`src/tsws_pkg.sv`:
```
// Package for the task scheduler with semaphores: item kinds, FSM states and
// per-task record type. No dependencies.
package tsws_pkg;

  typedef enum logic [2:0] {
    KIND_TICK  = 3'd0,
    KIND_SCHED = 3'd1,
    KIND_SLEEP = 3'd2,
    KIND_P     = 3'd3,
    KIND_V     = 3'd4
  } kind_t;

  typedef enum logic [3:0] {
    ST_IDLE,
    ST_RD,
    ST_LOAD,
    ST_PASS,
    ST_REFILL,
    ST_SKIP,
    ST_PASS2,
    ST_WAKE,
    ST_OUT
  } state_t;

  // One entry of the task memory.
  typedef struct packed {
    logic [7:0]  slice;
    logic [15:0] sleep;
    logic        blocked;
  } task_rec_t;

  localparam logic [16:0] SKIP_NONE = 17'h10000;

endpackage

```
`src/task_scheduler_with_semaphores_unit.sv`:
```
// Top level of the task scheduler with semaphores.
// Holds the task memory, the lock and wait-ring state and the sequencer.
// Depends on tsws_pkg.
//
// Usage: one word on the in_ channel (kind, sleep_amount, lock_index) gives
// one word on the out_ channel (running_task, none_ready, woke_valid,
// woken_task). Configuration words on the cfg_ channel set task priorities
// (indexes 0..3) and initial lock counts (indexes 4..5); loading an initial
// count also loads the lock count. cfg_ready is high only while the block is
// idle. A tick, an unknown kind, a P without blocking and a V without a wake
// go straight to the result; a V that wakes a task passes through the wake
// state first. A schedule runs a first pass and, if that picks no task, a
// refill sweep, a sleep subtraction sweep and a second pass, the last two
// left out when no task can run; the memory is walked one task per cycle.
// One item is in work at a time; the next can be accepted in the cycle in
// which the result appears if out_ready is high. If the receiver stalls,
// the result holds and in_ready stays low. After reset the task memory is
// cleared by a sweep over all NUM_TASKS entries, during which in_ready and
// cfg_ready are low.
module task_scheduler_with_semaphores_unit #(
  parameter int NUM_TASKS   = 4,
  parameter int QUEUE_DEPTH = 4,
  parameter int NUM_LOCKS   = 2
) (
  input  logic        clk,
  input  logic        rst_n,
  input  logic        in_valid,
  output logic        in_ready,
  input  logic [2:0]  in_kind,
  input  logic [15:0] in_sleep_amount,
  input  logic        in_lock_index,
  output logic        out_valid,
  input  logic        out_ready,
  output logic [1:0]  out_running_task,
  output logic        out_none_ready,
  output logic        out_woke_valid,
  output logic [1:0]  out_woken_task,
  input  logic        cfg_valid,
  output logic        cfg_ready,
  input  logic [2:0]  cfg_index,
  input  logic [7:0]  cfg_data
);
  import tsws_pkg::*;

  localparam int TW = (NUM_TASKS > 1) ? $clog2(NUM_TASKS) : 1;
  localparam int QW = (QUEUE_DEPTH > 1) ? $clog2(QUEUE_DEPTH) : 1;
  localparam int LW = (NUM_LOCKS > 1) ? $clog2(NUM_LOCKS) : 1;
  localparam int RD = NUM_LOCKS * QUEUE_DEPTH;
  localparam int RW = $clog2(RD);
  localparam int CW = TW + 1;

  // Task memory: one read port, one write port, registered read data.
  task_rec_t        tmem [NUM_TASKS];
  logic [TW-1:0]    rd_addr;
  task_rec_t        rd_data_r;
  logic             wr_en;
  logic [TW-1:0]    wr_addr;
  task_rec_t        wr_data;

  always_ff @(posedge clk) begin
    if (wr_en) begin
      tmem[wr_addr] <= wr_data;
    end
    rd_data_r <= tmem[rd_addr];
  end

  // Wait rings; entries are undefined until written.
  logic [TW-1:0] ring_mem [RD];

  state_t          state_r, state_nxt;
  logic [CW-1:0]   cnt_r;            // sweep index, also clearing pass
  logic            clr_r;
  logic [TW-1:0]   cur_r;
  logic [7:0]      prio_r [NUM_TASKS];
  logic [7:0]      lcnt_r [NUM_LOCKS];
  logic [QW-1:0]   head_r [NUM_LOCKS];
  logic [QW-1:0]   tail_r [NUM_LOCKS];
  kind_t           kind_r;
  logic [15:0]     amt_r;
  logic [LW-1:0]   lk_r;
  logic            lk_ok_r;
  logic [7:0]      best_r;
  logic            found_r;
  logic [TW-1:0]   pick_r;
  logic [16:0]     skip_r;
  logic            sched_r, woke_r;
  logic [TW-1:0]   woken_r;
  logic [TW-1:0]   ring_rd_r;        // ring entry at the tail of the item's lock
  logic [1:0]      o_run_r, o_woken_r;
  logic            o_none_r, o_woke_r, o_valid_r;

  logic [TW-1:0]   idx;              // task being handled in a sweep
  logic [TW-1:0]   nxt_idx;
  logic            last;
  logic            pass_hit;
  logic [LW-1:0]   lsel;
  logic [7:0]      lc_dec, lc_inc;
  logic            go_sched, go_wake;
  logic [LW-1:0]   in_lk;
  logic [RW-1:0]   head_idx, in_tail_idx;

  assign idx     = cnt_r[TW-1:0];
  assign last    = (cnt_r == CW'(NUM_TASKS - 1));
  assign nxt_idx = last ? '0 : idx + TW'(1);
  assign lsel    = lk_r;
  assign lc_dec  = (lcnt_r[lsel] == 8'h80) ? lcnt_r[lsel] : lcnt_r[lsel] - 8'd1;
  assign lc_inc  = (lcnt_r[lsel] == 8'h7f) ? lcnt_r[lsel] : lcnt_r[lsel] + 8'd1;

  // A schedule follows sleep and schedule words, and a P whose count went
  // negative. A V wakes the oldest waiter when its count is zero or below.
  assign go_sched = (kind_r inside {KIND_SCHED, KIND_SLEEP}) ||
                    (kind_r == KIND_P && lk_ok_r && lc_dec[7]);
  assign go_wake  = (kind_r == KIND_V) && lk_ok_r && (lc_inc[7] || lc_inc == 8'd0);

  assign in_lk       = LW'(in_lock_index);
  assign head_idx    = RW'(32'(lsel) * QUEUE_DEPTH + 32'(head_r[lsel]));
  assign in_tail_idx = RW'(32'(in_lk) * QUEUE_DEPTH + 32'(tail_r[in_lk]));

  assign in_ready  = (state_r == ST_IDLE) && !clr_r && !(o_valid_r && !out_ready);
  assign cfg_ready = (state_r == ST_IDLE) && !clr_r;
  assign out_valid        = o_valid_r;
  assign out_running_task = o_run_r;
  assign out_none_ready   = o_none_r;
  assign out_woke_valid   = o_woke_r;
  assign out_woken_task   = o_woken_r;

  // Pass test on the record just read.
  assign pass_hit = (rd_data_r.slice > best_r) && (rd_data_r.sleep == '0)
                    && !rd_data_r.blocked;

  // Next state.
  always_comb begin
    state_nxt = state_r;
    case (state_r)
      ST_IDLE:   if (in_valid && in_ready) state_nxt = ST_RD;
      ST_RD: begin
        if (go_sched) begin
          state_nxt = ST_LOAD;
        end else if (go_wake) begin
          state_nxt = ST_WAKE;
        end else begin
          state_nxt = ST_OUT;
        end
      end
      ST_LOAD:   state_nxt = ST_PASS;
      ST_PASS:   if (last) state_nxt = found_r || pass_hit ? ST_OUT : ST_REFILL;
      ST_REFILL: if (last) state_nxt = ST_SKIP;
      ST_SKIP: begin
        // No task that could ever run: leave the state as after the refill.
        if (skip_r == SKIP_NONE) state_nxt = ST_OUT;
        else if (last) state_nxt = ST_PASS2;
      end
      ST_PASS2:  if (last) state_nxt = ST_OUT;
      ST_WAKE:   state_nxt = ST_OUT;
      ST_OUT:    state_nxt = ST_IDLE;
      default:   state_nxt = ST_IDLE;
    endcase
  end

  // Memory port control. In a sweep the record of idx is in rd_data_r, the
  // next one is requested and the modified record is written back.
  always_comb begin
    task_rec_t r;
    logic [15:0] s;
    r = rd_data_r;
    s = 16'd0;
    wr_en   = 1'b0;
    wr_addr = idx;
    wr_data = rd_data_r;
    rd_addr = idx;
    if (clr_r) begin
      wr_en   = 1'b1;
      wr_data = '0;
    end
    case (state_r)
      ST_IDLE: rd_addr = cur_r;
      ST_RD: begin
        wr_addr = cur_r;
        rd_addr = ring_rd_r;
        if (kind_r == KIND_TICK) begin
          wr_en = 1'b1;
          if (r.slice != 8'd0) r.slice = r.slice - 8'd1;
        end else if (kind_r == KIND_SLEEP) begin
          wr_en = 1'b1;
          r.sleep = amt_r;
        end else if (kind_r == KIND_P && lk_ok_r && lc_dec[7]) begin
          wr_en = 1'b1;
          r.blocked = 1'b1;
        end
        wr_data = r;
      end
      // The write of the running task lands before task 0 is read here.
      ST_LOAD: rd_addr = '0;
      ST_PASS, ST_PASS2: begin
        rd_addr = nxt_idx;
        if (!pass_hit && r.sleep != 16'd0) begin
          wr_en = 1'b1;
          r.sleep = r.sleep - 16'd1;
        end
        wr_data = r;
      end
      ST_REFILL: begin
        rd_addr = nxt_idx;
        wr_en   = 1'b1;
        r.slice = prio_r[idx];
        wr_data = r;
      end
      ST_SKIP: begin
        rd_addr = nxt_idx;
        if (skip_r != SKIP_NONE) begin
          s = skip_r[15:0];
          wr_en = 1'b1;
          r.sleep = (r.sleep > s) ? r.sleep - s : 16'd0;
          wr_data = r;
        end
      end
      ST_WAKE: begin
        wr_addr   = woken_r;
        wr_en     = 1'b1;
        r.blocked = 1'b0;
        wr_data   = r;
      end
      default: ;
    endcase
  end

  always_ff @(posedge clk) begin
    logic [16:0] cand;
    cand = {1'b0, rd_data_r.sleep};
    if (!rst_n) begin
      state_r   <= ST_IDLE;
      clr_r     <= 1'b1;
      cnt_r     <= '0;
      cur_r     <= '0;
      o_valid_r <= 1'b0;
      for (int t = 0; t < NUM_TASKS; t++) prio_r[t] <= 8'd1;
      for (int l = 0; l < NUM_LOCKS; l++) begin
        lcnt_r[l] <= 8'd1;
        head_r[l] <= '0;
        tail_r[l] <= '0;
      end
    end else begin
      state_r <= state_nxt;
      if (state_r == ST_OUT) o_valid_r <= 1'b1;
      else if (out_ready) o_valid_r <= 1'b0;
      if (clr_r) begin
        cnt_r <= last ? '0 : cnt_r + CW'(1);
        if (last) clr_r <= 1'b0;
      end
      case (state_r)
        ST_IDLE: begin
          if (cfg_valid && cfg_ready) begin
            if (32'(cfg_index) < NUM_TASKS && cfg_index < 3'd4) begin
              prio_r[cfg_index[TW-1:0]] <= cfg_data;
            end else if (cfg_index == 3'd4 || cfg_index == 3'd5) begin
              if (32'(cfg_index - 3'd4) < NUM_LOCKS)
                lcnt_r[LW'(cfg_index - 3'd4)] <= {4'd0, cfg_data[3:0]};
            end
          end
          if (in_valid && in_ready) begin
            kind_r    <= kind_t'(in_kind);
            amt_r     <= in_sleep_amount;
            lk_r      <= in_lk;
            lk_ok_r   <= (32'(in_lock_index) < NUM_LOCKS);
            ring_rd_r <= ring_mem[in_tail_idx];
            cnt_r     <= '0;
            best_r    <= '0;
            found_r   <= 1'b0;
            skip_r    <= SKIP_NONE;
          end
        end
        ST_RD: begin
          sched_r <= go_sched;
          woke_r  <= go_wake;
          woken_r <= go_wake ? ring_rd_r : '0;
          if (kind_r == KIND_P && lk_ok_r) begin
            lcnt_r[lsel] <= lc_dec;
            if (lc_dec[7]) begin
              ring_mem[head_idx] <= cur_r;
              head_r[lsel] <= (head_r[lsel] == QW'(QUEUE_DEPTH - 1)) ? '0 :
                              head_r[lsel] + QW'(1);
            end
          end else if (kind_r == KIND_V && lk_ok_r) begin
            lcnt_r[lsel] <= lc_inc;
            if (go_wake) begin
              tail_r[lsel] <= (tail_r[lsel] == QW'(QUEUE_DEPTH - 1)) ? '0 :
                              tail_r[lsel] + QW'(1);
            end
          end
        end
        ST_PASS, ST_PASS2: begin
          if (pass_hit) begin
            best_r  <= rd_data_r.slice;
            pick_r  <= idx;
            found_r <= 1'b1;
          end
          cnt_r <= last ? '0 : cnt_r + CW'(1);
        end
        ST_REFILL: begin
          // Smallest sleep count among the tasks that could run at all.
          if (!rd_data_r.blocked && prio_r[idx] != 8'd0 && cand < skip_r)
            skip_r <= cand;
          cnt_r <= last ? '0 : cnt_r + CW'(1);
        end
        ST_SKIP: cnt_r <= last ? '0 : cnt_r + CW'(1);
        ST_OUT: begin
          if (found_r) cur_r <= pick_r;
          o_run_r   <= 2'(found_r ? pick_r : cur_r);
          o_none_r  <= sched_r && !found_r;
          o_woke_r  <= woke_r;
          o_woken_r <= 2'(woken_r);
        end
        default: ;
      endcase
    end
  end
endmodule

```
`config.mk`:
```
export PLATFORM = sky130hd
export DESIGN_NAME = task_scheduler_with_semaphores_unit
export DESIGN_NICKNAME = d
export VERILOG_FILES = /design/src/tsws_pkg.sv /design/src/task_scheduler_with_semaphores_unit.sv
export SDC_FILE = /design/constraint.sdc
export NUM_CORES = 1
export LEC_CHECK = 0
export BUFFER_PORTS_ARGS = -buffer_cell sky130_fd_sc_hd__buf_2
export CAP_MARGIN = 20
export CORE_MARGIN = 10
export CORE_UTILIZATION = 54
export DETAILED_ROUTE_END_ITERATION = 7
export GPL_TIMING_DRIVEN = 0
export PLACE_DENSITY_LB_ADDON = 0.08
export SYNTH_ARGS = -nofsm -noshare
export SYNTH_HDL_FRONTEND = slang
export SYNTH_SLANG_ARGS = --single-unit
```
`constraint.sdc`:
```
create_clock -name clk -period 8.9 [get_ports clk]
set_clock_uncertainty 0.05 [all_clocks]
set_input_delay 0.89 -clock clk [delete_from_list [all_inputs] [get_ports clk]]
set_output_delay 0.89 -clock clk [all_outputs]
set_load 0.02 [all_outputs]
```
Word level (Yosys, flattened, before mapping)
Memory sizes are Yosys's and may differ from the RTL's. A register that Yosys moved wholly into a read port is not among the register bits.
Index checks and enable logic that the tools add are counted.
{ "word_totals": {"word_cells": 231, "ram_bits": 172, "ff_bits": 69, "out_inout_bits": 9, "latch_bits": 0, "mem_bits_ro": 0, "memories": 6} }
{ "memory_table": {"columns": ["memory", "words", "width", "read_ports", "rd_clocked_by_memory_dff", "wr", "line_no", "rtl"], "rows": [
  ["tmem", 4, 25, 1, 1, 1, "task_scheduler_with_semaphores_unit.sv:53", "task_rec_t tmem [NUM_TASKS];"],
  ["prio_r", 4, 8, 1, 1, 4, "task_scheduler_with_semaphores_unit.sv:74", "logic [7:0] prio_r [NUM_TASKS];"],
  ["lcnt_r", 2, 8, 1, 1, 2, "task_scheduler_with_semaphores_unit.sv:75", "logic [7:0] lcnt_r [NUM_LOCKS];"],
  ["ring_mem", 8, 2, 1, 1, 1, "task_scheduler_with_semaphores_unit.sv:68", "logic [TW-1:0] ring_mem [RD];"],
  ["head_r", 2, 2, 1, 1, 2, "task_scheduler_with_semaphores_unit.sv:76", "logic [QW-1:0] head_r [NUM_LOCKS];"],
  ["tail_r", 2, 2, 2, 1, 2, "task_scheduler_with_semaphores_unit.sv:77", "logic [QW-1:0] tail_r [NUM_LOCKS];"]
]} }
{ "classes": {"mux": 108, "n_div": 0, "reduce_logical": 50, "addsub": 13, "shifts": 0, "eq_ne": 28, "bitwise_logic": 1, "n_mul": 0, "order_cmp": 6} }
{ "op_table": {"columns": ["operator", "n"], "rows": [
  ["$pmux 25 s5", 1],
  ["$mux 8", 10],
  ["$mux 1", 61],
  ["$mux 17", 3],
  ["$mux 25", 2],
  ["$mux 16", 3],
  ["$mux 4", 9],
  ["$pmux 17 s2", 1],
  ["$lt 32x2->1 const B", 1],
  ["$pmux 4 s8", 1],
  ["$reduce_or 8->1", 3],
  ["$eq 17x17->1 const B", 1],
  ["$lt 16x17->1", 1],
  ["$ne 17x17->1 const B", 1],
  ["$eq 4x3->1 const B", 4],
  ["$gt 16x16->1", 1],
  ["$logic_not 16->1", 1],
  ["$mux 2", 8],
  ["$pmux 8 s2", 1],
  ["$reduce_bool 16->1", 1],
  ["$reduce_bool 8->1", 2],
  ["$sub 16x1->16 const B", 1],
  ["$sub 16x16->16", 1],
  ["$sub 8x1->8 const B", 2],
  ["other kinds (40)", 86]
]} }

Depth between registers and ports, before layout
Gate-level depths: netlist (run 1).
{ "logic_depth": {"word_depth": 13, "depth_mapped": 12} }

Worst setup path after synthesis (run 1)
Ideal clock, no wire load.
{ "synth_path": {"path_kind": "reg-to-reg", "from": "register rd_data_r[7] (netlist name)", "to": "register skip_r[0], enable pin", "path_slack_ps": 3813, "stages_incl_launch_ff": 9, "setup_ps": 485, "arrival_ps": 4552, "synth_period_minus_slack_ps": 5087, "n_path_buf": 0, "path_cell_list": "dfxtp_1 ha_1 a211o_1 o221a_2 o31ai_1 o211ai_1 a21oi_1 o21ai_0 a2111oi_0"} }
{ "synth_via": {"elab_chain_cells": 4} }
{ "synth_rtl": {"columns": ["element", "line_no", "rtl"], "rows": [
  ["$lt 16x17->1", "task_scheduler_with_semaphores_unit.sv:301", "if (!rd_data_r.blocked && prio_r[idx] != 8'd0 && cand < skip_r)"],
  ["$logic_and 1x1->1", "task_scheduler_with_semaphores_unit.sv:301", null],
  ["$ne 2x2->1 (no line)", null, null],
  ["$reduce_and 4->1 (no line)", null, null],
  ["to (signal assigned)", "task_scheduler_with_semaphores_unit.sv:302", "skip_r <= cand;"],
  ["to (decl)", "task_scheduler_with_semaphores_unit.sv:85", "logic [16:0] skip_r;"]
]} }
Every way passes these cells.
A chain may end at the register's enable or synchronous reset.

==> impl_metrics.yaml, run 1 <==
outcome:
  outcome: "complete, no violations"
cts:
  post_cts_buffers: 0
  hold_buffers: 0
  clockRootBuffer: "clkbuf_16"
  clock_latency_ns: 0.55
  clock_sinks: 269
  cts_buffer_depth: 3
  cts_tree: "built"
  cts_buffers: 28
  cts_htree_levels: 1
  path_clk_slew_ns: 0.06
  ctsResizeCount: 0
worst_setup_path:
  critical_path.max_fanout: 25
  cp_data_required_time_ns: 9.02
  cp-start-kind: "flip-flop"
  cp-end-kind: "flip-flop"
  critPathArrivalTime_ns: 4.19
  path_class: "reg2reg"
grt:
  grt_max_degree: 26
  grt_antenna_before_repair: 0
  grt_overflow: 0
  grt_pass1_vias: 9310
  grt_usage_pct: 20.9
  grt_pass1_wl_um: 51400
synthesis:
  ys_seq_area_share_pct: 57.8
  synth_nets: 1216
  netlist_area_um2: 13300
  ys.warnings.count: 0
  async_reset_ff_share_pct: 0
  synth_top_flop_cell: "edfxtp_1"
  synth.ff_latch_count: 269
  synth_edf_count: 232
  synth.avg_cell_area_um2: 11.6
  synthDistinctLibCells: 80
  synthCells: 1147
sta:
  finalHoldViolCount: 0
  timing.final.ws_setup_ns: 4.83
  maxSlewHeadroom_pct: 35.2
  rsz0062_at_grt: "no"
  period_share_pct: 45.7
  fin_crit_ns: 4.07
  tightestPinTransition_ns: 0.963
  slew_viol_final: 0
  setup_viol: 0
  fmax_ghz: 0.246
  tns_ns: 0
  whs_ns: 0.383
pwr:
  ir_drop_v: 0.000191
  p_leak_nw: 5.41
  finalPower_mw: 4.26
  pwr_density_cell_nw_per_um2: 284
final_layout:
  fin_util_pct: 61.7
  stdcell_area_um2: 15000
  antenna_cells: 0
  multiInputGateArea_um2: 5280
  area_growth_pct: 12.5
  instances_no_fill: 1571
  final_nets: 1294
  regArea_um2: 7710
  final_layout_size_suffix_gt1_share_pct: 11.4
  n_fill_cell: 1966
routing:
  ant_nets: 0
  vias: 9511
  detail_route.wl_per_cell_um: 21.1
  drt-vias-per-instance: 6.05
  first_iter_violations: 940
  remaining_drc_errors: 0
  routed_wl_um: 33200
  first_pass_iters: 7
die:
  die_w_um: 177
  io-pin-count: 45
  initial_core_util_pct: 54.8
  coreArea_um2: 24300
  die_area_um2: 31400
  fp.dieH_um: 177
  rows: 57
min_path:
  hp-class: "reg2reg"
job:
  cap_violations: 0
place:
  dpl.hpwl_um: 24000
  routabilityCongestion: 0.957
  placedInstanceArea_um2: 14000
  place_inst: 1518
  pre_cts_ws_ns: 4.73
  io_buffers: 43
==> registers in the layout, indices dropped and copies added, names as in the netlist, 3 cells and up, named ones only <==
signal     count
head_r         4
tmem         100
lcnt_r        16
amt_r         16
tail_r         4
kind_r         3
skip_r        17
ring_mem      16
prio_r        32
best_r         8
rd_data_r     25
cnt_r          3
state_r        4
==> per-layer routing <==
metal  up-vias  GRT usage, %  share of wire (%)
met1      4605          30.6                 46
met2       365          31.7                 44
met3        48          3.52                8.5
met5         -             0                  0
li1       4493             -                  -
met4         0          5.08                1.8
==> cell type report <==
cell class              instances  share of cell area (%)
flip-flops and latches        269                    51.4
multi-input cells             781                    35.2
clock buffers                  34                    5.03
well taps                     324                    2.70
repair buffers                 48                    1.79
clock inverters                18                    1.31
inverters                      52                    1.30
plain buffers                  45                    1.27
==> cell usage in the layout (no fill, tap or decap), types with 11 or more instances in the layout <==
master	synthesis	routed
mux2i_1	41	41
clkbuf_16	0	29
nor4_1	15	15
nor3_1	33	33
ha_1	32	32
o21ai_0	46	46
inv_1	51	51
nand3_1	22	22
mux4_2	12	12
dfxtp_1	37	37
xnor2_1	11	11
nor2_1	96	91
a21oi_1	61	61
nand2b_1	16	16
clkbuf_1	36	40
and2_1	55	55
edfxtp_1	232	232
nor2b_1	39	39
a211oi_1	29	29
nand2_1	81	81
and3_1	14	14
buf_2	2	46
==> critical path, stage by stage, from the launching register on <==
cell and delay, ns:
dfxtp_1 0.50, buf_6 0.19, or4b_2 0.60, a222oi_1 0.54, mux2i_1 0.45, a211oi_1 0.15
o21ai_0 0.24, nand4_1 0.26, nor2_4 0.69
==> cells by family after synthesis <==
| kind of cell | count (synthesis) | synth area share, % |
|---|---|---|
| fa+ha+maj | 33 | 3.15 |
| xor+xnor | 19 | 1.25 |
| simple gates | 415 | 16.1 |
| buf+inv | 97 | 2.89 |
| compound gates | 251 | 12.8 |
| flops | 269 | 57.8 |
| mux | 63 | 5.97 |
==> synthesized netlist by cell type, drive strengths merged, types with 4 or more instances <==
master,number,area share [%]
edfxtp,232,52
nor2,96,2.7
nand2,82,2.4
a21oi,61,2.3
and2,55,2.6
inv,51,1.4
o21ai,47,1.8
mux2i,42,3.2
nor2b,39,1.8
dfxtp,37,5.6
clkbuf,36,1.0
nor3,34,1.3
ha,32,3.0
a211oi,29,1.6
nand3,22,0.83
nand2b,16,0.75
and3,15,0.74
nor4,15,0.70
mux4,12,2.0
xnor2,11,0.72
a22oi,10,0.56
a31oi,10,0.47
o211ai,10,0.56
buf,9,0.41
mux2,9,0.76
nand4,9,0.42
o21a,8,0.45
o31ai,8,0.45
xor2,8,0.53
a221oi,6,0.39
o22ai,6,0.28
or3,6,0.32
o311ai,5,0.33
or4,5,0.28
a21boi,4,0.23
a21o,4,0.23
a222oi,4,0.30
a32oi,4,0.26
nand3b,4,0.23
nor4b,4,0.26
o221ai,4,0.26
or2,4,0.19
==> worst paths after layout <==
check,startpoint,endpoint,slack (ns),cells past startpoint
worst max register to register,flip-flop,tmem[1][5],4.83,8
worst min-delay path,woke_r,out_woke_valid,0.38,0
worst min register to register,woke_r,out_woke_valid,0.38,0
worst max-delay path,flip-flop,tmem[1][5],4.83,8
==> where the power goes <==
group	internal (mW)	switching (mW)	leakage [nW]
clock	0.718	0.481	0.470
sequential	1.67	0.185	2.53
combinational	0.445	0.763	2.41
No activity file was read; power rests on OpenSTA's default activity.
==> run 2, diff against run 1 <==
==> constraint.sdc (replaced) <==
create_clock -name clk -period 3.7 [get_ports clk]
set_clock_uncertainty 0.05 [all_clocks]
set_input_delay 0.37 -clock clk [delete_from_list [all_inputs] [get_ports clk]]
set_output_delay 0.37 -clock clk [all_outputs]
set_load 0.02 [all_outputs]
==> run 2 against run 1 <==
The run now ends with negative setup slack left. Combinational power rose to 2.5 times the previous value. Clock power rose by 140%. Global-route usage increased by 0.46 points. Utilization increased by 1.6 points. Register-to-register slack lost 4.9 ns. First-iteration DRC count is 4.3% higher. Routed wire length up 1.1%. Sequential share of layout area fell by 1.3 points. Critical path depth is the same. Setup slack worse by 4.9 ns. Largest cell class unchanged.
==> impl_metrics.yaml, run 2 (synthesized netlist as in run 1, its figures left out) <==
cts:
  cts_htree_levels: 1
  clock_latency_ns: 0.56
  clock_sinks: 269
  path_clk_slew_ns: 0.06
  cts_buffers: 28
  cts_buffer_depth: 3
  clockRootBuffer: "clkbuf_16"
  cts_tree: "built"
final_layout:
  stdcell_area_um2: 15400
  final_layout_size_suffix_gt1_share_pct: 12.3
  instances_no_fill: 1599
  area_growth_pct: 15.4
  layout_commonest_cell: "edfxtp_1"
  top_regs: "tmem x100, prio_r x32, rd_data_r x25"
  largest_register_ffs: 100
  final_nets: 1322
  final_cell_mix: "232 x edfxtp_1, 90 x nor2_1, 81 x nand2_1, 61 x a21oi_1, 55 x and2_1"
  fin_util_pct: 63.2
  largest_register: "tmem"
routing:
  first_iter_violations: 980
  routed_wl_um: 33600
  detail_route.wl_per_cell_um: 21.0
  first_pass_iters: 5
  ant_nets: 0
  remaining_drc_errors: 0
  vias: 9652
  drt-vias-per-instance: 6.04
die:
  die_w_um: 177
  rows: 57
  die_area_um2: 31400
  coreArea_um2: 24300
  fp.dieH_um: 177
  initial_core_util_pct: 54.8
  io-pin-count: 45
sta:
  setup_viol: 50
  tightestPinTransition_ns: 0.981
  tns_ns: -0.684
  finalHoldViolCount: 0
  slew_viol_final: 0
  fin_crit_ns: 3.72
  rsz0062_at_grt: "yes"
  maxSlewHeadroom_pct: 33.8
  fmax_ghz: 0.269
  timing.final.ws_setup_ns: -0.0230
  period_share_pct: 101
grt:
  grt_pass1_wl_um: 52500
  grt_overflow: 0
  grt_antenna_before_repair: 1
  grt_max_degree: 26
  grt_usage_pct: 21.4
  grt_pass1_vias: 9458
pwr:
  pwr_density_cell_nw_per_um2: 677
  finalPower_mw: 10.4
  p_leak_nw: 5.56
  ir_drop_v: 0.000509
worst_setup_path:
  path_class: "reg2reg"
  cp-end-kind: "flip-flop"
  cp-start-kind: "flip-flop"
  rr_endpoint: "tmem[2][9]"
  ff2ff_setup_slack_ns: -0.02
  critical_path.max_fanout: 25
  worstRegToRegCells: 8
  cp_data_required_time_ns: 3.83
  critPathArrivalTime_ns: 3.86
place:
  dpl.hpwl_um: 24000
  place_inst: 1519
  io_buffers: 43
  routabilityCongestion: 0.949
  placedInstanceArea_um2: 14100
outcome:
  outcome: "complete, but fails checks"
  violations: "negative setup slack"
min_path:
  hold_start: "cfg_data[4]"
  hold_depth: 2
  holdPathEnd: "prio_r[0][4]"
  hp-class: "in2reg"
job:
  cap_violations: 0
## run 2: metrics by stage
stage | setup slack (ns) | hold slack [ns]
2_1_floorplan | -0.148 | 0.350
3_5_place_dp | -0.359 | 0.368
3_3_place_gp | -1.36 | 0.359
5_1_grt | -0.186 | 0.0781
4_1_cts | -0.0135 | 0.0536
6_report | -0.0230 | 0.0698
## run 2: power breakdown
| group | leakage, nW | internal [mW] | switching [mW] | total (mW) |
|---|---|---|---|---|
| Sequential | 2.53 | 4.02 | 0.454 | 4.47 |
| Clock | 0.466 | 1.71 | 1.17 | 2.87 |
| Combinational | 2.57 | 1.18 | 1.88 | 3.06 |
| Total | 5.56 | 6.91 | 3.50 | 10.4 |
## run 2: metal layers
metal | vias to the layer above | track usage, % | wire [µm]
met1 | 4649 | 31.3 | 15100
met2 | 392 | 32.1 | 14800
met4 | 0 | 5.85 | 856
met5 | - | 0 | 0
li1 | 4544 | - | -
met3 | 67 | 3.65 | 2770
## run 2: area by class of cell
| class | count | area, µm² |
|---|---|---|
| Fill cell | 1908 | 8940 |
| Timing Repair Buffer | 76 | 587 |
| Multi-Input combinational cell | 781 | 5330 |
| Clock inverter | 13 | 168 |
| Sequential cell | 269 | 7710 |
| Inverter | 52 | 195 |
| Buffer | 45 | 190 |
| Tap cell | 324 | 405 |
| Antenna cell | 1 | 2.50 |
| Clock buffer | 38 | 788 |
## run 2: repair_timing
item                       in CTS  in global routing
setup buffers                   5                  2
pin swaps                       5                  1
setup endpoints to repair     118                110
gates resized for setup         9                  5
hold buffers                   20                  0
hold endpoints to repair       20                  0
## run 2: worst max-delay path by stage
stage / startpoint / end / slack, ns / cells after the start
finish: flip-flop / tmem[2][9] / -0.02 / 8
global route: flip-flop / tmem[3][9] / -0.19 / 8
CTS: flip-flop / tmem[2][9] / -0.01 / 8
detailed placement: flip-flop / tmem[0][8] / -0.36 / 9
global placement: flip-flop / tmem[0][8] / -1.36 / 8
floorplan: flip-flop / tmem[0][0] / -0.15 / 8
## run 2: critical path, stage by stage, from the launching register on
cell      delay (ns)
dfxtp_4         0.39
buf_6           0.15
or4b_2          0.62
a222oi_1        0.52
mux2i_2         0.39
a211oi_1        0.14
o21ai_1         0.23
nand3_2         0.16
nor2_4          0.70
==> run 3, diff against run 2 <==
--- a/config.mk
+++ b/config.mk
@@ -10,8 +10,8 @@
 export CORE_MARGIN = 10
 export CORE_UTILIZATION = 54
 export DETAILED_ROUTE_END_ITERATION = 7
-export GPL_TIMING_DRIVEN = 0
 export PLACE_DENSITY_LB_ADDON = 0.08
+export SLEW_MARGIN = 0
 export SYNTH_ARGS = -nofsm -noshare
 export SYNTH_HDL_FRONTEND = slang
 export SYNTH_SLANG_ARGS = --single-unit
==> run 3 against run 2 <==
The run now ends clean. Clock power is 8.4% lower. Sequential power hardly changed. Global-route usage is 0.67 points lower. Sequential share of layout area is 0.32 points higher. Highest routed layer unchanged. Utilization is 0.43 points lower. Critical endpoint is now tmem[1][7].
==> impl_metrics.yaml, run 3 (synthesized netlist as in run 1, its figures left out) <==
worst_setup_path:
  cp-end-kind: "flip-flop"
  rr_endpoint: "tmem[1][7]"
  critPathArrivalTime_ns: 3.62
  ff2ff_setup_slack_ns: 0.28
  cp_data_required_time_ns: 3.90
  critical_path.max_fanout: 25
  cp-start-kind: "flip-flop"
  worstRegToRegCells: 9
  path_class: "reg2reg"
min_path:
  hold_start: "cfg_data[6]"
  hp-class: "in2reg"
  hold_depth: 2
  holdPathEnd: "prio_r[3][6]"
die:
  die_area_um2: 31400
  io-pin-count: 45
  die_w_um: 177
  initial_core_util_pct: 54.8
  fp.dieH_um: 177
  rows: 57
  coreArea_um2: 24300
sta:
  setup_viol: 0
  rsz0062_at_grt: "no"
  whs_ns: 0.0852
  slew_viol_final: 0
  tightestPinTransition_ns: 0.882
  period_share_pct: 92.4
  maxSlewHeadroom_pct: 41.2
  finalHoldViolCount: 0
  fmax_ghz: 0.292
  fin_crit_ns: 3.42
cts:
  cts_htree_levels: 1
  cts_tree: "built"
  ctsResizeCount: 0
  clockRootBuffer: "clkbuf_16"
  cts_buffer_depth: 3
  clock_sinks: 269
  path_clk_slew_ns: 0.06
  clock_latency_ns: 0.55
  cts_buffers: 28
routing:
  first_pass_iters: 5
  routed_wl_um: 32800
  drt-vias-per-instance: 6.00
  detail_route.wl_per_cell_um: 20.8
  vias: 9492
  remaining_drc_errors: 0
  first_iter_violations: 945
  ant_nets: 0
final_layout:
  top_regs: "tmem x100, prio_r x32, rd_data_r x25"
  antenna_cells: 0
  final_cell_mix: "232 x edfxtp_1, 91 x nor2_1, 81 x nand2_1, 61 x a21oi_1, 55 x and2_1"
  area_growth_pct: 14.6
  largest_register: "tmem"
  layout_commonest_cell: "edfxtp_1"
  final_layout_size_suffix_gt1_share_pct: 13.9
  largest_register_ffs: 100
  final_nets: 1307
  instances_no_fill: 1581
grt:
  grt_usage_pct: 20.7
  grt_pass1_wl_um: 51300
  grt_max_degree: 76
  grt_pass1_vias: 9107
  grt_antenna_before_repair: 0
  grt_overflow: 0
pwr:
  p_leak_nw: 5.58
  ir_drop_v: 0.000431
  pwr_density_cell_nw_per_um2: 663
place:
  routabilityCongestion: 0.944
  dpl.hpwl_um: 23600
  io_buffers: 44
  place_inst: 1513
outcome:
  outcome: "complete, no violations"
job:
  cap_violations: 0
[run 3: cell types whose count changed in the layout (fill, tap and decap cells not counted), moves of 3 or more]
cell      previous run  this run
buf_4                7        38
clkinv_2             4         7
clkbuf_1            41         5
buf_1                4         0
buf_6                3         0
buf_12               2         5
nor2_4               4         0
nor2_2               2         5
clkbuf_8             5         2
[run 3: worst max-delay path, stage by stage (launching register included)]
cell,delay (ns)
dfxtp_1,0.41
buf_4,0.30
or3b_1,0.43
a222oi_1,0.45
mux2i_1,0.49
a211oi_1,0.17
o21ai_0,0.24
nand4_1,0.18
nor2_2,0.16
buf_12,0.20
[run 3: repair_timing]
action / 4_1_cts / 5_1_grt
hold buffers: 19 / 0
hold endpoints to repair: 19 / 0
buffers inserted: 0 / 0
[run 3: layout make-up]
| type | instances | area (µm²) |
|---|---|---|
| Timing Repair Buffer | 106 | 796 |
| Inverter | 52 | 195 |
| Clock inverter | 14 | 123 |
| Sequential cell | 269 | 7710 |
| Clock buffer | 35 | 747 |
| Fill cell | 1913 | 9040 |
| Multi-Input combinational cell | 781 | 5300 |
| Tap cell | 324 | 405 |
[run 3: how the worst max path moves through the flow]
stage | from | to | slack (ns)
floorplan | flip-flop | tmem[0][0] | -0.15
global placement | lcnt_r[1][1] | tmem[1][8] | 0.33
detailed placement | flip-flop | tmem[1][8] | 0.33
CTS | lcnt_r[1][1] | tmem[1][5] | 0.31
global route | flip-flop | tmem[2][10] | 0.003
finish | flip-flop | tmem[1][7] | 0.28
[run 3: report_power, final]
| group | leakage, nW | internal, mW | switching (mW) |
|---|---|---|---|
| sequential | 2.53 | 4.02 | 0.440 |
| clock | 0.427 | 1.50 | 1.13 |
| combinational | 2.63 | 1.18 | 1.85 |
| total | 5.58 | 6.70 | 3.42 |
[run 3: per-layer routing]
layer | up-vias | global-route usage [%] | share of wire, %
met5 | - | 0 | 0
li1 | 4517 | - | -
met2 | 349 | 29.9 | 43
met3 | 40 | 3.35 | 7.5
met4 | 0 | 3.89 | 1.5
met1 | 4586 | 32.2 | 48
[run 3: per-stage QoR]
| stage | TNS, ns | setup slack, ns | instance area [µm²] | util, % | power, mW |
|---|---|---|---|---|---|
| detailed placement | 0 | 0.334 | 14200 | 58.5 | 7.46 |
| floorplan | -7.42 | -0.148 | 13300 | - | 6.41 |
| finish | 0 | 0.280 | 15300 | 62.8 | 10.1 |
| global placement | 0 | 0.326 | 14200 | 58.5 | 7.43 |
| CTS | 0 | 0.314 | 15300 | 62.8 | 10.1 |
| global route | 0 | 0.00314 | 15300 | 62.8 | 10.7 |
